### src/hw/rtl/sob_pkg.sv
// Shared types, constants and helpers for the sub-octave bass generator.
// Used by sob_cfg, sob_ctrl, sob_dp and the top level; depends on nothing.
package sob_pkg;

  // Configuration port geometry.
  localparam int CFG_ADDR_W = 5;
  localparam int CFG_DATA_W = 32;

  // Fixed-point formats: states are Q4.27, coefficients Q0.16.
  localparam int Q_FRAC       = 27;
  localparam int COEF_SHIFT   = 16;
  localparam int AMOUNT_SHIFT = 11;
  localparam int X_W          = 28;           // mono detector input
  localparam int A_W          = 34;           // multiplier operand A
  localparam int B_W          = 33;           // multiplier operand B
  localparam int P_W          = A_W + B_W;    // product

  localparam logic [16:0]        AMOUNT_ONE   = 17'd65536;
  localparam logic signed [31:0] BYPASS_LIMIT = 32'sd13421;
  localparam logic signed [B_W-1:0] GAIN_2P2  = 33'sd144179;

  typedef enum logic [2:0] {
    REG_TARGET_AMOUNT      = 3'd0,
    REG_AMOUNT_SMOOTH_COEF = 3'd1,
    REG_BAND_LOWPASS_COEF  = 3'd2,
    REG_BAND_HIGHPASS_COEF = 3'd3,
    REG_SUB_LOWPASS_COEF   = 3'd4,
    REG_ATTACK_COEF        = 3'd5,
    REG_RELEASE_COEF       = 3'd6
  } reg_idx_t;

  typedef struct packed {
    logic [16:0] target_amount;
    logic [15:0] amount_smooth_coef;
    logic [15:0] band_lowpass_coef;
    logic [15:0] band_highpass_coef;
    logic [15:0] sub_lowpass_coef;
    logic [15:0] attack_coef;
    logic [15:0] release_coef;
  } cfg_t;

  localparam logic [16:0] RST_TARGET_AMOUNT      = 17'd0;
  localparam logic [15:0] RST_AMOUNT_SMOOTH_COEF = 16'd68;
  localparam logic [15:0] RST_BAND_LOWPASS_COEF  = 16'd1693;
  localparam logic [15:0] RST_BAND_HIGHPASS_COEF = 16'd300;
  localparam logic [15:0] RST_SUB_LOWPASS_COEF   = 16'd767;
  localparam logic [15:0] RST_ATTACK_COEF        = 16'd340;
  localparam logic [15:0] RST_RELEASE_COEF       = 16'd17;

  // Operations of the shared multiplier, in the order they run.
  typedef enum logic [2:0] {
    OP_AMOUNT = 3'd0,
    OP_LOW1   = 3'd1,
    OP_LOW2   = 3'd2,
    OP_HIGH   = 3'd3,
    OP_ENV    = 3'd4,
    OP_GAIN   = 3'd5,
    OP_SUB    = 3'd6,
    OP_MIX    = 3'd7
  } op_t;

  typedef enum logic [2:0] {
    ST_IDLE = 3'd0,
    ST_MUL  = 3'd1,
    ST_WB   = 3'd2,
    ST_BAND = 3'd3,
    ST_OUT  = 3'd4
  } state_t;

  typedef struct packed {
    logic load;
    logic mul;
    logic wb;
    logic band;
    logic out_load;
    op_t  op;
  } dp_cmd_t;

  typedef struct packed {
    logic bypass;
  } dp_status_t;

  function automatic logic signed [31:0] sat32(input logic signed [63:0] v);
    if (v > 64'sd2147483647) begin
      return 32'sh7fffffff;
    end else if (v < -64'sd2147483648) begin
      return 32'sh80000000;
    end
    return v[31:0];
  endfunction

endpackage

### src/hw/rtl/sob_cfg.sv
// Configuration register file on an APB-style port.
// Depends on sob_pkg for the register map, reset values and cfg_t.
module sob_cfg (
  input  logic                               clk,
  input  logic                               rst_n,
  input  logic                               psel,
  input  logic                               penable,
  input  logic                               pwrite,
  input  logic [sob_pkg::CFG_ADDR_W-1:0]     paddr,
  input  logic [sob_pkg::CFG_DATA_W-1:0]     pwdata,
  output logic [sob_pkg::CFG_DATA_W-1:0]     prdata,
  output logic                               pready,
  output sob_pkg::cfg_t                      cfg
);
  import sob_pkg::*;

  cfg_t     cfg_r;
  reg_idx_t idx;
  logic     wr_en;

  assign idx    = reg_idx_t'(paddr[CFG_ADDR_W-1:2]);
  assign wr_en  = psel && penable && pwrite && pready;
  assign pready = 1'b1;
  assign cfg    = cfg_r;

  always_ff @(posedge clk) begin
    if (!rst_n) begin
      cfg_r.target_amount      <= RST_TARGET_AMOUNT;
      cfg_r.amount_smooth_coef <= RST_AMOUNT_SMOOTH_COEF;
      cfg_r.band_lowpass_coef  <= RST_BAND_LOWPASS_COEF;
      cfg_r.band_highpass_coef <= RST_BAND_HIGHPASS_COEF;
      cfg_r.sub_lowpass_coef   <= RST_SUB_LOWPASS_COEF;
      cfg_r.attack_coef        <= RST_ATTACK_COEF;
      cfg_r.release_coef       <= RST_RELEASE_COEF;
    end else if (wr_en) begin
      case (idx)
        REG_TARGET_AMOUNT:      cfg_r.target_amount      <= pwdata[16:0];
        REG_AMOUNT_SMOOTH_COEF: cfg_r.amount_smooth_coef <= pwdata[15:0];
        REG_BAND_LOWPASS_COEF:  cfg_r.band_lowpass_coef  <= pwdata[15:0];
        REG_BAND_HIGHPASS_COEF: cfg_r.band_highpass_coef <= pwdata[15:0];
        REG_SUB_LOWPASS_COEF:   cfg_r.sub_lowpass_coef   <= pwdata[15:0];
        REG_ATTACK_COEF:        cfg_r.attack_coef        <= pwdata[15:0];
        REG_RELEASE_COEF:       cfg_r.release_coef       <= pwdata[15:0];
        default: ;
      endcase
    end
  end

  always_comb begin
    case (idx)
      REG_TARGET_AMOUNT:      prdata = CFG_DATA_W'(cfg_r.target_amount);
      REG_AMOUNT_SMOOTH_COEF: prdata = CFG_DATA_W'(cfg_r.amount_smooth_coef);
      REG_BAND_LOWPASS_COEF:  prdata = CFG_DATA_W'(cfg_r.band_lowpass_coef);
      REG_BAND_HIGHPASS_COEF: prdata = CFG_DATA_W'(cfg_r.band_highpass_coef);
      REG_SUB_LOWPASS_COEF:   prdata = CFG_DATA_W'(cfg_r.sub_lowpass_coef);
      REG_ATTACK_COEF:        prdata = CFG_DATA_W'(cfg_r.attack_coef);
      REG_RELEASE_COEF:       prdata = CFG_DATA_W'(cfg_r.release_coef);
      default:                prdata = '0;
    endcase
  end

endmodule

### config.mk
export PLATFORM = sky130hd
export DESIGN_NAME = sob_cfg
export DESIGN_NICKNAME = d
export VERILOG_FILES = /design/src/hw/rtl/sob_pkg.sv /design/src/hw/rtl/sob_cfg.sv
export SDC_FILE = /design/constraint.sdc
export NUM_CORES = 1
export LEC_CHECK = 0
export BUFFER_PORTS_ARGS = -buffer_cell sky130_fd_sc_hd__buf_4
export CORE_ASPECT_RATIO = 0.6
export CORE_UTILIZATION = 35
export CTS_CLUSTER_SIZE = 16
export DETAILED_ROUTE_END_ITERATION = 8
export SLEW_MARGIN = 30
export SYNTH_ARGS = -nofsm -noshare
export SYNTH_HDL_FRONTEND = slang
export SYNTH_SLANG_ARGS = --single-unit
export TNS_END_PERCENT = 1
### constraint.sdc
create_clock -name clk -period 1.53 [get_ports clk]
set_clock_uncertainty 0.15 [all_clocks]
set_input_delay 0.153 -clock clk [delete_from_list [all_inputs] [get_ports clk]]
set_output_delay 0.153 -clock clk [all_outputs]
set_load 0.02 [all_outputs]
==> metrics.yaml <==
outcome:
  status: "finished, violations left"
  violations: "negative setup slack"
sta:
  setup_viol: 17
  worst_slack_ns: -0.3803
  slew_headroom_pct: 51.55
  tns_ns: -3.548
  hold_viol: 0
  fin_crit_sh_pct: 124.9
  period_minus_slack_ns: 1.910
  worstMarginPinSlew_ns: 0.7260
  max_freq_mhz: 523.5
  rsz0062_at_grt: "yes"
  slew_viol_final: 0
worst_setup_path:
  worst_ep_required_time_ns: 1.23
  cp_slowest_cell: "mux4_2"
  start_kind: "flip-flop"
  critPathTopFamily: "multiplexers"
  worstPathArrival_ns: 1.61
  cp_max_fo: 2
  endpoint_kind: "primary output"
  crit_type: "flip-flop to primary output"
  critical_path_buf_inv_count: 1
  cp_cell_sequence: "mux4_2 > mux2_4 > buf_6"
  cpPeakStageDelay_ns: 0.46
floorplan:
  ioPinCount: 188
  rows: 34
  start_util_pct: 36.33
  coreArea_sq_um: 14680
  fp.dieW_um: 161.4
  die_area_sq_um: 15750
  die_h_um: 97.61
synthesis:
  ys_seq_elements: 113
  yosysMostFrequentCell: "mux2i_1"
  ys_async_sr_fraction_pct: 0
  seq_area_frac_synth_pct: 42.42
  yosysTopAreaCell: "dfxtp_1"
  syn-instance-count: 545
  synth_ff_type: "dfxtp_1"
  synth_top_area_share_pct: 42.42
  synth.yosys.warnings: 0
  ys_types: 36
  syn-cell-area_sq_um: 5333
  syn_area_per_cell_sq_um: 9.785
  synth_edf_count: 0
  synthTopCellsByArea: "dfxtp_1, mux2i_1, nand2_1"
  ys_top_cells_by_count: "mux2i_1, dfxtp_1, nand2_1"
grt:
  grt_use_total_pct: 23.52
  grt_pass1_wl_um: 27900
  antenna_found_initial: 0
  grt_overflow_total: 0
  grt_pass1_vias: 4876
  grt_max_degree: 58
drt:
  dr.pass1.iters: 5
  viasPerCell: 5.070
  postRouteAntennaNets: 0
  drc: 0
  vias: 4943
  drt_iter0_drc: 351
  detail_route.wl_per_cell_um: 18.69
  wirelength_um: 18230
layout:
  n_fill_cell: 1340
  diodes: 0
  syn_to_final_growth_pct: 49.46
  drive_above_1_share_pct: 44.27
  final_util_pct: 54.31
  ff_latch_area_sq_um: 2312
  fin_nets: 806
  largest_reg_flops: 113
  multiInputGateArea_sq_um: 2720
cts:
  cts.sinks: 113
  cts-buffers-inserted: 17
  cts_tree: "built"
  cts_root_buf: "clkbuf_16"
  clock_path_buffers: 2
  htree_levels: 4
  clk_latency_ns: 0.41
  cts_setup_buffers: 0
  path_clk_slew_ns: 0.05
power_and_ir_drop:
  finalPower_mw: 7.950
  powerDensity_nw_per_um2: 997.5
  peakVddDrop_v: 0.0006584
  leakagePower_nw: 3.845
min_path:
  min_path_type: "input pin to flip-flop"
placed_design:
  dp_hpwl_um: 13120
  pre_cts_slack_ns: -0.3050
  portBuffers: 154
  routabilityCongestion: 0.8485
run:
  cap_violations: 0
-- worst reg2reg max path, stage by stage (launching register included) --
cell and delay (ns):
dfxtp_2 0.31, buf_4 0.13, o21ai_0 0.09, o211ai_1 0.12
-- stage by stage --
stage,std cells,hold slack [ns],instance area [sq um]
after floorplan,559,0.1418,5429
after global placement,930,0.2639,7119
after detailed placement,930,0.2756,7119
after CTS,975,0.001201,7955
after global routing,975,0.02338,7970
final,975,0.01785,7970
-- layout make-up --
type                            count  share of cell area (%)
Sequential cell                   113                   29.01
Inverter                           23                   1.083
Multi-Input combinational cell    361                   34.13
Timing Repair Buffer              248                   25.12
Clock inverter                     12                   2.072
Clock buffer                       20                   5.479
Tap cell                          198                   3.108
-- path summary, 6_finish.rpt --
path,start,endpoint,slack [ns],cells after the start
worst max-delay path,cfg[56],prdata[8],-0.38,3
worst min-delay path,pwdata[12],cfg[108],0.02,3
worst max register to register,cfg[51],cfg[51],0.60,3
worst min register to register,cfg[10],cfg[10],0.32,2
-- per-layer routing --
| metal | vias to the layer above | GRT usage, % | routed length [um] |
|---|---|---|---|
| met1 | 2380 | 33.23 | 8751 |
| li1 | 2348 | - | - |
| met4 | 0 | 7.257 | 199 |
| met5 | - | 0 | 0 |
| met2 | 203 | 34.62 | 7903 |
| met3 | 12 | 6.189 | 1373 |
-- timing repair --
| action | in CTS | in global routing |
|---|---|---|
| setup endpoints to repair | 17 | 17 |
| pin swaps | 19 | 7 |
| gates cloned | 0 | 0 |
| hold endpoints to repair | 59 | 0 |
| resized for setup | 50 | 5 |
| hold buffers | 13 | 0 |
-- cells in the final DEF, fill, tap and decap left out, types with 11 or more instances in the layout --
master,synthesis,layout
conb_1,2,16
o211ai_1,21,21
mux2i_1,123,122
buf_4,17,225
inv_1,23,21
dfxtp_1,113,75
clkbuf_16,0,17
dlygate4sd3_1,0,13
o21ai_0,26,26
a221oi_2,0,11
dfxtp_2,0,37
nand2_1,107,107
-- kinds of logic after synthesis --
| logic type | share of synthesized area, % |
|---|---|
| buffers and inverters | 9.620 |
| DFF | 42.42 |
| other | 0.1408 |
| and+or+nand+nor | 10.44 |
| muxes | 24.57 |
| AOI/OAI and AO/OA | 12.81 |
-- where the power goes --
| group | total, mW | internal [mW] | switching [mW] |
|---|---|---|---|
| combinational | 0.833 | 0.360 | 0.474 |
| sequential | 2.99 | 2.97 | 0.0224 |
| clock | 4.12 | 2.70 | 1.42 |
(Power assumes the default switching activity.)
