==> src/hw/rtl/sob_pkg.sv <==
// Shared types, constants and helpers for the sub-octave bass generator.
// Used by sob_cfg, sob_ctrl, sob_dp and the top level; depends on nothing.
package sob_pkg;

  // Configuration port geometry.
  localparam int CFG_ADDR_W = 5;
  localparam int CFG_DATA_W = 32;

  // Fixed-point formats: states are Q4.27, coefficients Q0.16.
  localparam int Q_FRAC       = 27;
  localparam int COEF_SHIFT   = 16;
  localparam int AMOUNT_SHIFT = 11;
  localparam int X_W          = 28;           // mono detector input
  localparam int A_W          = 34;           // multiplier operand A
  localparam int B_W          = 33;           // multiplier operand B
  localparam int P_W          = A_W + B_W;    // product

  localparam logic [16:0]        AMOUNT_ONE   = 17'd65536;
  localparam logic signed [31:0] BYPASS_LIMIT = 32'sd13421;
  localparam logic signed [B_W-1:0] GAIN_2P2  = 33'sd144179;

  typedef enum logic [2:0] {
    REG_TARGET_AMOUNT      = 3'd0,
    REG_AMOUNT_SMOOTH_COEF = 3'd1,
    REG_BAND_LOWPASS_COEF  = 3'd2,
    REG_BAND_HIGHPASS_COEF = 3'd3,
    REG_SUB_LOWPASS_COEF   = 3'd4,
    REG_ATTACK_COEF        = 3'd5,
    REG_RELEASE_COEF       = 3'd6
  } reg_idx_t;

  typedef struct packed {
    logic [16:0] target_amount;
    logic [15:0] amount_smooth_coef;
    logic [15:0] band_lowpass_coef;
    logic [15:0] band_highpass_coef;
    logic [15:0] sub_lowpass_coef;
    logic [15:0] attack_coef;
    logic [15:0] release_coef;
  } cfg_t;

  localparam logic [16:0] RST_TARGET_AMOUNT      = 17'd0;
  localparam logic [15:0] RST_AMOUNT_SMOOTH_COEF = 16'd68;
  localparam logic [15:0] RST_BAND_LOWPASS_COEF  = 16'd1693;
  localparam logic [15:0] RST_BAND_HIGHPASS_COEF = 16'd300;
  localparam logic [15:0] RST_SUB_LOWPASS_COEF   = 16'd767;
  localparam logic [15:0] RST_ATTACK_COEF        = 16'd340;
  localparam logic [15:0] RST_RELEASE_COEF       = 16'd17;

  // Operations of the shared multiplier, in the order they run.
  typedef enum logic [2:0] {
    OP_AMOUNT = 3'd0,
    OP_LOW1   = 3'd1,
    OP_LOW2   = 3'd2,
    OP_HIGH   = 3'd3,
    OP_ENV    = 3'd4,
    OP_GAIN   = 3'd5,
    OP_SUB    = 3'd6,
    OP_MIX    = 3'd7
  } op_t;

  typedef enum logic [2:0] {
    ST_IDLE = 3'd0,
    ST_MUL  = 3'd1,
    ST_WB   = 3'd2,
    ST_BAND = 3'd3,
    ST_OUT  = 3'd4
  } state_t;

  typedef struct packed {
    logic load;
    logic mul;
    logic wb;
    logic band;
    logic out_load;
    op_t  op;
  } dp_cmd_t;

  typedef struct packed {
    logic bypass;
  } dp_status_t;

  function automatic logic signed [31:0] sat32(input logic signed [63:0] v);
    if (v > 64'sd2147483647) begin
      return 32'sh7fffffff;
    end else if (v < -64'sd2147483648) begin
      return 32'sh80000000;
    end
    return v[31:0];
  endfunction

endpackage

==> src/hw/rtl/sob_ctrl.sv <==
// Sequencer for the sub-octave generator: handshakes and the operation order
// of the shared multiplier. Depends on sob_pkg; drives sob_dp by dp_cmd_t.
module sob_ctrl #(
  parameter int SUB_POLE_COUNT = 4
) (
  input  logic                clk,
  input  logic                rst_n,
  input  logic                in_valid,
  output logic                in_stall,
  output logic                out_valid,
  input  logic                out_stall,
  input  sob_pkg::dp_status_t status,
  output sob_pkg::dp_cmd_t    cmd
);
  import sob_pkg::*;

  localparam int K_W = SUB_POLE_COUNT > 1 ? $clog2(SUB_POLE_COUNT) : 1;
  localparam logic [K_W-1:0] K_LAST = K_W'(SUB_POLE_COUNT - 1);

  state_t         state_r, state_nxt;
  op_t            op_r, op_nxt;
  logic [K_W-1:0] k_r, k_nxt;
  logic           out_valid_r, out_valid_nxt;
  logic           out_free;

  assign in_stall  = (state_r != ST_IDLE);
  assign out_valid = out_valid_r;
  assign out_free  = !out_valid_r || !out_stall;

  always_ff @(posedge clk) begin
    if (!rst_n) begin
      state_r     <= ST_IDLE;
      op_r        <= OP_AMOUNT;
      k_r         <= '0;
      out_valid_r <= 1'b0;
    end else begin
      state_r     <= state_nxt;
      op_r        <= op_nxt;
      k_r         <= k_nxt;
      out_valid_r <= out_valid_nxt;
    end
  end

  always_comb begin
    state_nxt     = state_r;
    op_nxt        = op_r;
    k_nxt         = k_r;
    out_valid_nxt = out_valid_r && out_stall;
    cmd           = '0;
    cmd.op        = op_r;
    case (state_r)
      ST_IDLE: begin
        if (in_valid) begin
          cmd.load = 1'b1;
          if (status.bypass) begin
            state_nxt = ST_OUT;
          end else begin
            state_nxt = ST_MUL;
            op_nxt    = OP_AMOUNT;
          end
        end
      end
      ST_MUL: begin
        cmd.mul   = 1'b1;
        state_nxt = ST_WB;
      end
      ST_WB: begin
        cmd.wb    = 1'b1;
        state_nxt = ST_MUL;
        case (op_r)
          OP_AMOUNT: op_nxt = OP_LOW1;
          OP_LOW1:   op_nxt = OP_LOW2;
          OP_LOW2:   op_nxt = OP_HIGH;
          OP_HIGH: begin
            state_nxt = ST_BAND;
            op_nxt    = OP_ENV;
          end
          OP_ENV:    op_nxt = OP_GAIN;
          OP_GAIN: begin
            op_nxt = OP_SUB;
            k_nxt  = '0;
          end
          OP_SUB: begin
            if (k_r == K_LAST) begin
              op_nxt = OP_MIX;
            end else begin
              k_nxt = K_W'(k_r + 1'b1);
            end
          end
          OP_MIX:    state_nxt = ST_OUT;
          default:   state_nxt = ST_IDLE;
        endcase
      end
      ST_BAND: begin
        cmd.band  = 1'b1;
        state_nxt = ST_MUL;
      end
      ST_OUT: begin
        // The finished sample waits here until the output register is free.
        if (out_free) begin
          cmd.out_load  = 1'b1;
          out_valid_nxt = 1'b1;
          state_nxt     = ST_IDLE;
        end
      end
      default: state_nxt = ST_IDLE;
    endcase
  end

`ifndef ASSERT_OFF
  a_accept_blocks: assert property (@(posedge clk) disable iff (!rst_n)
    (in_valid && !in_stall) |=> in_stall)
    else $error("input accepted but next transfer not blocked");

  a_chain_to_mix: assert property (@(posedge clk) disable iff (!rst_n)
    (state_r == ST_WB && op_r == OP_SUB && k_r == K_LAST)
      |=> (state_r == ST_MUL && op_r == OP_MIX))
    else $error("last sub pole not followed by the mix multiply");

  a_hold_result: assert property (@(posedge clk) disable iff (!rst_n)
    (state_r == ST_OUT && out_valid_r && out_stall)
      |=> (state_r == ST_OUT && out_valid_r))
    else $error("pending result overwritten");
`endif

endmodule

==> config.mk <==
export PLATFORM = sky130hd
export DESIGN_NAME = sob_ctrl
export DESIGN_NICKNAME = d
export VERILOG_FILES = /design/src/hw/rtl/sob_pkg.sv /design/src/hw/rtl/sob_ctrl.sv
export SDC_FILE = /design/constraint.sdc
export NUM_CORES = 1
export LEC_CHECK = 0
export BUFFER_PORTS_ARGS = -buffer_cell sky130_fd_sc_hd__buf_2
export CORE_AREA = 2 2 39 41
export CTS_CLUSTER_DIAMETER = 150
export DETAILED_ROUTE_END_ITERATION = 12
export DIE_AREA = 0 0 41 43
export PLACE_DENSITY_LB_ADDON = 0.12
export SYNTH_ARGS = -nofsm -noshare
export SYNTH_HDL_FRONTEND = slang
export SYNTH_SLANG_ARGS = --single-unit
==> constraint.sdc <==
create_clock -name clk -period 1.2 [get_ports clk]
set_input_delay 0.06 -clock clk [delete_from_list [all_inputs] [get_ports clk]]
set_output_delay 0.06 -clock clk [all_outputs]
set_load 0.01 [all_outputs]
==> flow_metrics.tcl <==
set metrics [dict create \
    final_cells 98 \
    synth_cell_type_count 31 \
    syn_inst 61 \
    r2r_setup_slack_ns 0.03 \
    crit_required_ns 1.14 \
    reg2reg_depth 2 \
    finalWirelength_um 1221 \
    grt_antenna_before_repair 0 \
    critical_path.reg2reg.startpoint "state_r[0]$_SDFFE_PN0P_" \
    routedWlPerCell_um 12.46 \
    synth.yosys.warnings 0 \
    grt_max_degree 10 \
    postLayoutCellArea_um2 735.7 \
    syn_area_um2 553.0 \
    cts.reportedPaths.clkPinSlew_ns 0.06 \
    clkLatencyLatePin_ns 0.26 \
    comb_power_share_pct 18.0 \
    detailedRoute.firstPassIterationCount 4 \
    ff_latch_area_um2 190.2 \
    final_cell_mix "sky130_fd_sc_hd__buf_2 (14), sky130_fd_sc_hd__buf_4 (8), sky130_fd_sc_hd__nand2_1 (7)" \
    dp.final_hpwl_um 876.4 \
    maxClockFrequency_mhz 847.6 \
    yosys_register_bits 9 \
    multiInputGateArea_um2 354.1 \
    dieArea_um2 1763 \
    layout.filler_cells 145 \
    place_congestion 0.7823 \
    rows 14 \
    clock_path_buffers 2 \
    cts_sinks 9 \
    hold_end "out_valid$_SDFF_PN0_" \
    slew_viol_final 0 \
    first_global_vias 456 \
    power_frac_clock_pct 33.8 \
    area_growth_pct 33.03 \
    worstReg2RegEnd "state_r[2]$_SDFFE_PN0P_" \
    preCtsSetupSlack_ns -0.01285 \
    floorplan.die.height_um 43 \
    detailedRoute.firstIterationViolations 15 \
    cts.root.buffer_cell "sky130_fd_sc_hd__clkbuf_4" \
    number_of_antenna_cells_inserted 0 \
    critical_path.endpoint_type "output port" \
    synth.net_count 67 \
    cts_hold_buf 0 \
    start_util_pct 39.96 \
    cellPowerDensity_nw_per_um2 934.5 \
    power.net_switching_mw 0.1857 \
    portBuffers 14 \
    grt_setup_unrepaired "yes" \
    final_net_count 89 \
    hold_path_startpoint "out_stall" \
    hold_path_depth 3 \
    post-place-cells 92 \
    timing.max_slew.rel_slack_pct 65.21 \
    critical_path_class "register to output port" \
    commonest_non_fill_non_tap_cell_in_the_layout "sky130_fd_sc_hd__buf_2" \
    min-delay-path-class "primary input to register" \
    final_critical_path_setup_slack_ns 0.02022 \
    run_status "completed" \
    layout-drive-gt1-share_pct 52.44 \
    tritoncts_clock_tree "built" \
    io-pin-count 15 \
    drc 0 \
    switching_share_pct 27.01 \
    grt_remaining_overflow 0 \
    worst_clock_skew_ns 0.009397 \
    number_of_buffers_created_by_cts 3 \
    hold_viol_final 0 \
    yosysSeqAreaShare_pct 32.58 \
    cp_max_fo 8 \
    setup_viol 0 \
    ant_nets 0 \
    synth_area_per_cell_um2 9.066 \
    max-vdd-ir-drop_mv 0.4886 \
    p_leak_nw 0.3628 \
    placeableCoreArea_um2 1384 \
    htreeDepth 1 \
    vias_per_cell 5.367 \
    vias 526 \
    totalNegativeSetupSlack_ns 0 \
    internal_power_mw 0.5018 \
    chipWidth_um 41 \
    worst_path_arrival_ns 1.12 \
    seq_power_share_pct 48.2 \
    max_cap_viol_count 0 \
    hold_ws_ns 0.07900 \
    grt_first_pass_wirelength_um 1980 \
    critPathLaunchType "register" \
    post_dp_cell_area_um2 654.4 \
    grtUsageTotal_pct 16.62 \
    min_period_over_period_pct 98.32 \
    tightest_slew_ns 0.5153 \
    final_period_minus_worst_setup_slack_ns 1.180 \
]
## flip-flops by register name, summed over array words and instances (netlist names)
signal / count
op_r: 3
state_r: 3
k_r: 2
out_valid: 1
## Yosys cell counts
cell	n	area [µm²]
sky130_fd_sc_hd__dfxtp_1	9	180.2
sky130_fd_sc_hd__nand2_1	7	26.28
sky130_fd_sc_hd__and3_1	3	18.77
sky130_fd_sc_hd__buf_2	3	15.01
sky130_fd_sc_hd__nor2_1	3	11.26
sky130_fd_sc_hd__nor2b_1	3	18.77
sky130_fd_sc_hd__nor3b_1	3	22.52
sky130_fd_sc_hd__o221a_2	3	33.78
sky130_fd_sc_hd__a21oi_1	2	10.01
sky130_fd_sc_hd__buf_6	2	22.52
sky130_fd_sc_hd__mux2i_1	2	20.02
sky130_fd_sc_hd__o21a_1	2	15.01
sky130_fd_sc_hd__a21boi_0	1	7.510
sky130_fd_sc_hd__a21boi_2	1	11.26
sky130_fd_sc_hd__a21o_2	1	8.760
sky130_fd_sc_hd__a22oi_1	1	7.510
sky130_fd_sc_hd__and3_2	1	7.510
sky130_fd_sc_hd__clkbuf_2	1	5.000
sky130_fd_sc_hd__ha_1	1	12.51
sky130_fd_sc_hd__inv_1	1	3.750
sky130_fd_sc_hd__nand3_1	1	5.000
sky130_fd_sc_hd__nand4_1	1	6.260
sky130_fd_sc_hd__nand4b_1	1	8.760
sky130_fd_sc_hd__nor3_1	1	5.000
sky130_fd_sc_hd__nor3b_4	1	18.77
sky130_fd_sc_hd__o211a_1	1	10.01
sky130_fd_sc_hd__o211ai_2	1	12.51
sky130_fd_sc_hd__o21ai_0	1	5.000
sky130_fd_sc_hd__o22ai_1	1	6.260
sky130_fd_sc_hd__o311ai_0	1	8.760
sky130_fd_sc_hd__or3b_1	1	8.760
## stage by stage
| step | power [mW] | utilization (%) |
|---|---|---|
| CTS | 0.6911 | 50.81 |
| floorplan | 0.4102 | - |
| global placement | 0.4535 | 47.29 |
| finish | 0.6875 | 53.16 |
| detailed placement | 0.4516 | 47.29 |
| global route | 0.7340 | 53.16 |
## what timing repair did
action | CTS | global route
pin swaps | 1 | 1
setup buffers | 2 | 0
gates resized for setup | 4 | 8
endpoints found under the setup margin | 10 | 9
## kinds of logic (layout without fill, tap and decap cells)
logic type / after synthesis / after routing / share of synthesized area [%]
multiplexers: 2 / 2 / 3.620
flip-flops: 9 / 9 / 32.58
AO/OA/AOI/OAI: 16 / 16 / 24.66
buffers and inverters: 7 / 28 / 8.368
adder cells (fa/ha/maj): 1 / 1 / 2.262
AND/OR/NAND/NOR: 26 / 26 / 28.51
## power by group through the flow
stage	combinational, mW	sequential, mW	clock, mW
after CTS	0.120	0.329	0.242
after detailed placement	0.116	0.335	0
after floorplan	0.0844	0.326	0
after global placement	0.118	0.335	0
final	0.124	0.331	0.233
after global routing	0.137	0.334	0.263
## area by class of cell
cell class | count | area share (%)
tap | 16 | 2.721
clock buffer | 4 | 3.571
sequential | 9 | 25.85
timing repair buffer | 23 | 19.22
inverter | 1 | 0.5102
multi-input combinational | 45 | 48.13
## layer usage
metal  wire length [µm]  share of wire (%)  vias up  track usage, %
met2                541                 44       11           20.94
li1                   -                  -      265               -
met4                 19                1.6        0           8.000
met3                 49                4.0        2           4.712
met1                611                 50      248           25.00
met5                  0                  0        -               0
## how the worst max path moves through the flow
stage                                   end  slack (ns)  cells past startpoint                    start
floorplan              op_r[0]$_SDFFE_PN0P_      0.0007                      4     op_r[2]$_SDFFE_PN0P_
global placement    state_r[2]$_SDFFE_PN0P_       -0.03                      2  state_r[0]$_SDFFE_PN0P_
detailed placement     op_r[0]$_SDFFE_PN0P_       -0.01                      3  state_r[0]$_SDFFE_PN0P_
CTS                                  cmd[7]        0.02                      4  state_r[1]$_SDFFE_PN0P_
global route                         cmd[7]       -0.03                      4  state_r[1]$_SDFFE_PN0P_
finish                               cmd[7]        0.02                      4  state_r[0]$_SDFFE_PN0P_
## worst max-delay path: stages (launching register included)
cell and delay [ns]:
sky130_fd_sc_hd__dfxtp_4 0.40, sky130_fd_sc_hd__nor2_4 0.04, sky130_fd_sc_hd__buf_4 0.13, sky130_fd_sc_hd__and3_1 0.16, sky130_fd_sc_hd__buf_2 0.13
Note: power is estimated with default switching activity, not from simulation.
