$ cat src/hw/rtl/sob_pkg.sv
// Shared types, constants and helpers for the sub-octave bass generator.
// Used by sob_cfg, sob_ctrl, sob_dp and the top level; depends on nothing.
package sob_pkg;

  // Configuration port geometry.
  localparam int CFG_ADDR_W = 5;
  localparam int CFG_DATA_W = 32;

  // Fixed-point formats: states are Q4.27, coefficients Q0.16.
  localparam int Q_FRAC       = 27;
  localparam int COEF_SHIFT   = 16;
  localparam int AMOUNT_SHIFT = 11;
  localparam int X_W          = 28;           // mono detector input
  localparam int A_W          = 34;           // multiplier operand A
  localparam int B_W          = 33;           // multiplier operand B
  localparam int P_W          = A_W + B_W;    // product

  localparam logic [16:0]        AMOUNT_ONE   = 17'd65536;
  localparam logic signed [31:0] BYPASS_LIMIT = 32'sd13421;
  localparam logic signed [B_W-1:0] GAIN_2P2  = 33'sd144179;

  typedef enum logic [2:0] {
    REG_TARGET_AMOUNT      = 3'd0,
    REG_AMOUNT_SMOOTH_COEF = 3'd1,
    REG_BAND_LOWPASS_COEF  = 3'd2,
    REG_BAND_HIGHPASS_COEF = 3'd3,
    REG_SUB_LOWPASS_COEF   = 3'd4,
    REG_ATTACK_COEF        = 3'd5,
    REG_RELEASE_COEF       = 3'd6
  } reg_idx_t;

  typedef struct packed {
    logic [16:0] target_amount;
    logic [15:0] amount_smooth_coef;
    logic [15:0] band_lowpass_coef;
    logic [15:0] band_highpass_coef;
    logic [15:0] sub_lowpass_coef;
    logic [15:0] attack_coef;
    logic [15:0] release_coef;
  } cfg_t;

  localparam logic [16:0] RST_TARGET_AMOUNT      = 17'd0;
  localparam logic [15:0] RST_AMOUNT_SMOOTH_COEF = 16'd68;
  localparam logic [15:0] RST_BAND_LOWPASS_COEF  = 16'd1693;
  localparam logic [15:0] RST_BAND_HIGHPASS_COEF = 16'd300;
  localparam logic [15:0] RST_SUB_LOWPASS_COEF   = 16'd767;
  localparam logic [15:0] RST_ATTACK_COEF        = 16'd340;
  localparam logic [15:0] RST_RELEASE_COEF       = 16'd17;

  // Operations of the shared multiplier, in the order they run.
  typedef enum logic [2:0] {
    OP_AMOUNT = 3'd0,
    OP_LOW1   = 3'd1,
    OP_LOW2   = 3'd2,
    OP_HIGH   = 3'd3,
    OP_ENV    = 3'd4,
    OP_GAIN   = 3'd5,
    OP_SUB    = 3'd6,
    OP_MIX    = 3'd7
  } op_t;

  typedef enum logic [2:0] {
    ST_IDLE = 3'd0,
    ST_MUL  = 3'd1,
    ST_WB   = 3'd2,
    ST_BAND = 3'd3,
    ST_OUT  = 3'd4
  } state_t;

  typedef struct packed {
    logic load;
    logic mul;
    logic wb;
    logic band;
    logic out_load;
    op_t  op;
  } dp_cmd_t;

  typedef struct packed {
    logic bypass;
  } dp_status_t;

  function automatic logic signed [31:0] sat32(input logic signed [63:0] v);
    if (v > 64'sd2147483647) begin
      return 32'sh7fffffff;
    end else if (v < -64'sd2147483648) begin
      return 32'sh80000000;
    end
    return v[31:0];
  endfunction

endpackage

$ cat src/hw/rtl/sob_dp.sv
// Datapath of the sub-octave generator: filter states, one shared signed
// multiplier with write-back logic, and the output register. Uses sob_pkg.
module sob_dp #(
  parameter int SAMPLE_BITS    = 24,
  parameter int SUB_POLE_COUNT = 4
) (
  input  logic                          clk,
  input  logic                          rst_n,
  input  sob_pkg::cfg_t                 cfg,
  input  sob_pkg::dp_cmd_t              cmd,
  output sob_pkg::dp_status_t           status,
  input  logic signed [SAMPLE_BITS-1:0] in_left_in,
  input  logic signed [SAMPLE_BITS-1:0] in_right_in,
  output logic signed [SAMPLE_BITS-1:0] out_left_out,
  output logic signed [SAMPLE_BITS-1:0] out_right_out
);
  import sob_pkg::*;

  localparam int LSH    = (28 - SAMPLE_BITS) > 0 ? 28 - SAMPLE_BITS : 0;
  localparam int RSH    = SAMPLE_BITS > 28 ? SAMPLE_BITS - 28 : 0;
  localparam int XS_W   = SAMPLE_BITS + 1 + LSH;
  localparam int MIX_SH = Q_FRAC + LSH;
  localparam int SUB_W  = SAMPLE_BITS + 10 - RSH;
  localparam int OS_W   = SAMPLE_BITS + 11;

  logic signed [SAMPLE_BITS-1:0] left_r, right_r;
  logic signed [X_W-1:0]         x_r, x_nxt;
  logic signed [31:0]            smoothed_r, low1_r, low2_r, high_r;
  logic signed [31:0]            prev_band_r, env_r, carry_r, y_r;
  logic                          sign_r;
  logic [32:0]                   mag_r;
  logic signed [31:0]            pole_r [SUB_POLE_COUNT];
  logic signed [P_W-1:0]         prod_r;
  logic signed [SUB_W-1:0]       sub_r, sub_nxt;
  logic signed [SAMPLE_BITS-1:0] out_l_r, out_r_r;

  logic [16:0]                   tgt;
  logic signed [SAMPLE_BITS:0]   mono_sum;
  logic signed [XS_W-1:0]        mono_scaled;
  logic signed [31:0]            y_sel;
  logic signed [A_W-1:0]         pin, op_a;
  logic signed [B_W-1:0]         op_b;
  logic [15:0]                   coef;
  logic                          use_pole;
  logic signed [P_W-1:0]         rnd16, mix_rnd;
  logic signed [63:0]            pole_sum, gain_val, band_diff;
  logic signed [31:0]            pole_upd, gain_upd, band_b;
  logic signed [32:0]            band_ext;
  logic [32:0]                   band_mag;
  logic signed [OS_W-1:0]        os_l, os_r;

  function automatic logic signed [SAMPLE_BITS-1:0] sat_sample(
    input logic signed [OS_W-1:0] v);
    logic [OS_W-SAMPLE_BITS:0]     hi;
    logic signed [SAMPLE_BITS-1:0] res;
    hi = v[OS_W-1:SAMPLE_BITS-1];
    if (&hi || ~|hi) begin
      res = v[SAMPLE_BITS-1:0];
    end else begin
      res = {v[OS_W-1], {(SAMPLE_BITS-1){~v[OS_W-1]}}};
    end
    return res;
  endfunction

  assign tgt = (cfg.target_amount > AMOUNT_ONE) ? AMOUNT_ONE : cfg.target_amount;
  assign status.bypass = (tgt == '0) && (smoothed_r <= BYPASS_LIMIT);

  // Mono sum scaled so that a full-scale sample is 1.0 in Q4.27.
  assign mono_sum    = (SAMPLE_BITS + 1)'(in_left_in) + (SAMPLE_BITS + 1)'(in_right_in);
  assign mono_scaled = XS_W'(mono_sum) <<< LSH;
  assign x_nxt       = X_W'(mono_scaled >>> (RSH + 1));

  // Operand selection for the shared multiplier.
  always_comb begin
    y_sel    = '0;
    pin      = '0;
    coef     = '0;
    use_pole = 1'b1;
    op_a     = '0;
    op_b     = '0;
    case (cmd.op)
      OP_AMOUNT: begin
        y_sel = smoothed_r;
        pin   = A_W'(tgt) <<< AMOUNT_SHIFT;
        coef  = cfg.amount_smooth_coef;
      end
      OP_LOW1: begin
        y_sel = low1_r;
        pin   = A_W'(x_r);
        coef  = cfg.band_lowpass_coef;
      end
      OP_LOW2: begin
        y_sel = low2_r;
        pin   = A_W'(low1_r);
        coef  = cfg.band_lowpass_coef;
      end
      OP_HIGH: begin
        y_sel = high_r;
        pin   = A_W'(low2_r);
        coef  = cfg.band_highpass_coef;
      end
      OP_ENV: begin
        y_sel = env_r;
        pin   = A_W'(mag_r);
        coef  = (pin > A_W'(env_r)) ? cfg.attack_coef : cfg.release_coef;
      end
      OP_SUB: begin
        // The pole chain rotates, so the pole being updated is always at the head.
        y_sel = pole_r[0];
        pin   = A_W'(carry_r);
        coef  = cfg.sub_lowpass_coef;
      end
      OP_GAIN: begin
        use_pole = 1'b0;
        op_a     = A_W'(env_r);
        op_b     = GAIN_2P2;
      end
      OP_MIX: begin
        use_pole = 1'b0;
        op_a     = A_W'(smoothed_r);
        op_b     = B_W'(pole_r[SUB_POLE_COUNT-1]);
      end
      default: use_pole = 1'b0;
    endcase
    if (use_pole) begin
      op_a = pin - A_W'(y_sel);
      op_b = B_W'({1'b0, coef});
    end
  end

  // Write-back arithmetic on the registered product.
  assign rnd16    = (prod_r + (P_W'(1) <<< (COEF_SHIFT - 1))) >>> COEF_SHIFT;
  assign pole_sum = 64'(rnd16) + 64'(y_r);
  assign pole_upd = sat32(pole_sum);
  assign gain_val = sign_r ? -64'(rnd16) : 64'(rnd16);
  assign gain_upd = sat32(gain_val);
  assign mix_rnd  = (prod_r + (P_W'(1) <<< (MIX_SH - 1))) >>> MIX_SH;
  assign sub_nxt  = SUB_W'(mix_rnd);

  assign band_diff = 64'(low2_r) - 64'(high_r);
  assign band_b    = sat32(band_diff);
  assign band_ext  = 33'(band_b);
  assign band_mag  = (band_b < 0) ? 33'(-band_ext) : 33'(band_ext);

  assign os_l = OS_W'(left_r) + (OS_W'(sub_r) <<< RSH);
  assign os_r = OS_W'(right_r) + (OS_W'(sub_r) <<< RSH);

  assign out_left_out  = out_l_r;
  assign out_right_out = out_r_r;

  always_ff @(posedge clk) begin
    if (cmd.load) begin
      left_r  <= in_left_in;
      right_r <= in_right_in;
      x_r     <= x_nxt;
      if (status.bypass) begin
        sub_r <= '0;
      end
    end
    if (cmd.mul) begin
      prod_r <= op_a * op_b;
      y_r    <= y_sel;
    end
    if (cmd.wb) begin
      case (cmd.op)
        OP_GAIN: carry_r <= gain_upd;
        OP_SUB:  carry_r <= pole_upd;
        OP_MIX:  sub_r   <= sub_nxt;
        default: ;
      endcase
    end
    if (cmd.band) begin
      mag_r <= band_mag;
    end
    if (cmd.out_load) begin
      out_l_r <= sat_sample(os_l);
      out_r_r <= sat_sample(os_r);
    end
  end

  always_ff @(posedge clk) begin
    if (!rst_n) begin
      smoothed_r  <= '0;
      low1_r      <= '0;
      low2_r      <= '0;
      high_r      <= '0;
      prev_band_r <= '0;
      env_r       <= '0;
      sign_r      <= 1'b0;
      for (int i = 0; i < SUB_POLE_COUNT; i++) begin
        pole_r[i] <= '0;
      end
    end else begin
      if (cmd.load && status.bypass) begin
        smoothed_r <= '0;
      end
      if (cmd.band) begin
        // The octave sign flips on each rising zero crossing of the band.
        if (prev_band_r <= 0 && band_b > 0) begin
          sign_r <= ~sign_r;
        end
        prev_band_r <= band_b;
      end
      if (cmd.wb) begin
        case (cmd.op)
          OP_AMOUNT: smoothed_r <= pole_upd;
          OP_LOW1:   low1_r     <= pole_upd;
          OP_LOW2:   low2_r     <= pole_upd;
          OP_HIGH:   high_r     <= pole_upd;
          OP_ENV:    env_r      <= pole_upd;
          OP_SUB: begin
            for (int i = 0; i < SUB_POLE_COUNT - 1; i++) begin
              pole_r[i] <= pole_r[i+1];
            end
            pole_r[SUB_POLE_COUNT-1] <= pole_upd;
          end
          default: ;
        endcase
      end
    end
  end

endmodule
$ cat config.mk
export PLATFORM = sky130hd
export DESIGN_NAME = sob_dp
export DESIGN_NICKNAME = d
export VERILOG_FILES = /design/src/hw/rtl/sob_pkg.sv /design/src/hw/rtl/sob_dp.sv
export SDC_FILE = /design/constraint.sdc
export NUM_CORES = 2
export LEC_CHECK = 0
export BUFFER_PORTS_ARGS = -buffer_cell sky130_fd_sc_hd__buf_2
export CAP_MARGIN = 20
export CORE_AREA = 2 2 315 473
export DETAILED_ROUTE_END_ITERATION = 10
export DIE_AREA = 0 0 317 475
export HOLD_SLACK_MARGIN = 0.12
export PLACE_DENSITY = 0.71
export SLEW_MARGIN = 10
export SYNTH_ARGS = -nofsm -noshare
export SYNTH_HDL_FRONTEND = slang
export SYNTH_SLANG_ARGS = --single-unit
$ cat constraint.sdc
create_clock -name clk -period 19.05 [get_ports clk]
set_input_delay 0 -clock clk [delete_from_list [all_inputs] [get_ports clk]]
set_output_delay 0 -clock clk [all_outputs]
set_load 0.05 [all_outputs]
==> impl_metrics.tcl <==
set metrics [dict create \
    hold_path.class "in2reg" \
    drive_above_1_share_pct 7.038 \
    synth.net_count 10770 \
    ys_types 106 \
    netlist_top_cells_count "inv_1 (1474), fa_1 (1168), nand2_1 (910)" \
    clk_pin_slew_worst_paths_ps 70 \
    post-cts-setup-buffer-count 0 \
    die_area_um2 150600 \
    cts_root_buffer "clkbuf_16" \
    drt.antenna.violating_nets 0 \
    synthCells 8959 \
    post_drt_wl_per_cell_um 26.71 \
    drt_first_pass_iters 9 \
    crit_required_ps 19350 \
    drt-vias-per-instance 6.197 \
    cap_violations 0 \
    synth.most_common_cell "inv_1" \
    ys_top_cells_by_area "fa_1 (29%), edfxtp_1 (15%), ha_1 (7.4%)" \
    yosys.area.top_type "fa_1" \
    cts-buffers-inserted 59 \
    die_h_um 475 \
    clock_tree.buffer_depth 3 \
    finClkSkew_ps 50.85 \
    dr_total_vias 68230 \
    worst-setup-path-type "in2reg" \
    crit_arrival_ps 14580 \
    cts_tree "built" \
    holdWs_ps 179.2 \
    setup_violations 0 \
    grt_antenna_before_repair 6 \
    async_flop_share_pct 0 \
    start_util_pct 54.95 \
    grt_pass1_vias 69910 \
    cts_num_sinks 625 \
    tns_ps 0 \
    io_pins 220 \
    fin_crit_sh_pct 74.95 \
    post-route-min-period_ps 14280 \
    grt_usage_pct 39.36 \
    fmax_ghz 0.07004 \
    portBuffers 219 \
    placed_area_um2 83490 \
    worstSetupEndpointType "register" \
    place_congestion 1.053 \
    grt_max_degree 90 \
    synth_ff_type "edfxtp_1" \
    cpMaxStageDelayCell "o41ai_1" \
    grt_setup_unrepaired "no" \
    yosysWarnings 0 \
    area_growth_pct 7.756 \
    yosys_register_bits 625 \
    rows 172 \
    status "finished clean" \
    tightest_slew_ps 1397 \
    htreeDepth 2 \
    drt_wl_total_mm 294.0 \
    avgSynthCellArea_um2 8.962 \
    first_iter_violations 7322 \
    die_w_um 317 \
    overflow 0 \
    hold_violations 0 \
    fin_area_um2 86520 \
    slew_violations 0 \
    clk_latency_ps 700 \
    netlist_area_um2 80290 \
    core_region_area_um2 146100 \
    n_fill_cell 12700 \
    synth_top_area_share_pct 29.12 \
    grt_pass1_wl_mm 437.0 \
    critPathMaxFanout 43 \
    cp-start-kind "primary input" \
    relSlewSlack_pct 5.635 \
    post-route-drc-count 0 \
    yosysSeqAreaShare_pct 20.55 \
    synth_edf_count 398 \
    hpwl_mm 230.2 \
    nets 10850 \
    cp_slowest_stage_delay_ps 1120 \
]
## critical path: cells and delay by family
kind            cells  cell delay [ps]
mux                 1              910
fa+ha+maj          10             4590
simple gates        8             1830
buf+inv             8             1450
xor+xnor            2              560
compound gates     18             5200
## metal layers
metal  up-vias  part of all wire, %  track usage, %
met5         -                0.010               0
met1     33540                   35           46.26
met3      1180                   11           8.794
met2      4186                   45           62.54
met4         4                  9.6           30.08
li1      29320                    -               -
## state kept, by name, summed over array words and instances, names as in the netlist, 33 cells and up
signal and cells:
sub_r 34, mag_r 33, pole_r 128, prod_r 52
## final timing paths
| check | startpoint | end | slack (ps) | cells past startpoint |
|---|---|---|---|---|
| max reg2reg | env_r[31]$_SDFFE_PN0P_ | prod_r[40]$_DFFE_PP_ | 5150 | 37 |
| min | in_left_in[0] | x_r[3]$_DFFE_PP_ | 180 | 3 |
| min reg2reg | prev_band_r[16]$_SDFFE_PN0P_ | prev_band_r[16]$_SDFFE_PN0P_ | 480 | 2 |
| max | cmd[2] | prod_r[40]$_DFFE_PP_ | 4770 | 47 |
## repair_timing
action,4_1_cts,5_1_grt
endpoints found under the hold margin,219,0
gates resized for setup,0,0
hold buffers,102,0
## cells by family after synthesis
| logic type | synth area share [%] |
|---|---|
| buf+inv | 9.146 |
| mux | 1.096 |
| fa+ha+maj | 36.61 |
| simple gates | 14.63 |
| xor+xnor | 4.155 |
| flops | 20.55 |
| compound gates | 13.81 |
## per-stage QoR
step | instances | worst slack [ps] | utilization (%)
2_1_floorplan | 8959 | 5984 | -
3_3_place_gp | 10790 | 4504 | 57.12
3_5_place_dp | 10790 | 4397 | 57.13
4_1_cts | 11000 | 5058 | 59.17
5_1_grt | 11010 | 4053 | 59.20
6_report | 11010 | 4772 | 59.21
## layout make-up
class                   instances  area (um2)  share of cell area [%]
diodes                          3       7.507                0.008677
clock buffers                  76        1634                   1.889
clock inverters                36       315.3                  0.3644
inverters                    1477        5544                   6.408
multi-input cells            6402       56790                   65.64
flip-flops and latches        625       16500                   19.07
well taps                    1914        2395                   2.768
repair buffers                477        3339                   3.860
## cells in the final DEF (no fill, tap or decap), types with 24 or more instances in the layout
cell / n
and3_1: 92
buf_4: 155
dfxtp_1: 227
a211oi_1: 45
nand3_1: 109
nor2_1: 877
a21o_1: 191
xnor2_1: 269
mux2i_1: 59
o21bai_1: 38
nand2_1: 907
o31ai_1: 28
a221oi_1: 33
nand2b_1: 84
fa_1: 1168
a21oi_1: 489
nor3_1: 87
inv_1: 1474
or3_1: 24
clkbuf_16: 62
xor2_1: 110
o21ai_0: 321
a22oi_2: 30
o21a_1: 57
o22ai_1: 48
and2_1: 156
dlygate4sd3_1: 102
nor2b_1: 50
a31oi_1: 27
edfxtp_1: 398
nand4_1: 50
a22oi_1: 126
a221o_1: 41
buf_2: 215
ha_1: 472
nor4_1: 38
Power is left out: the tool's default activity adds up to more than one toggle a clock period on the data nets, which glitch-free logic cannot reach.
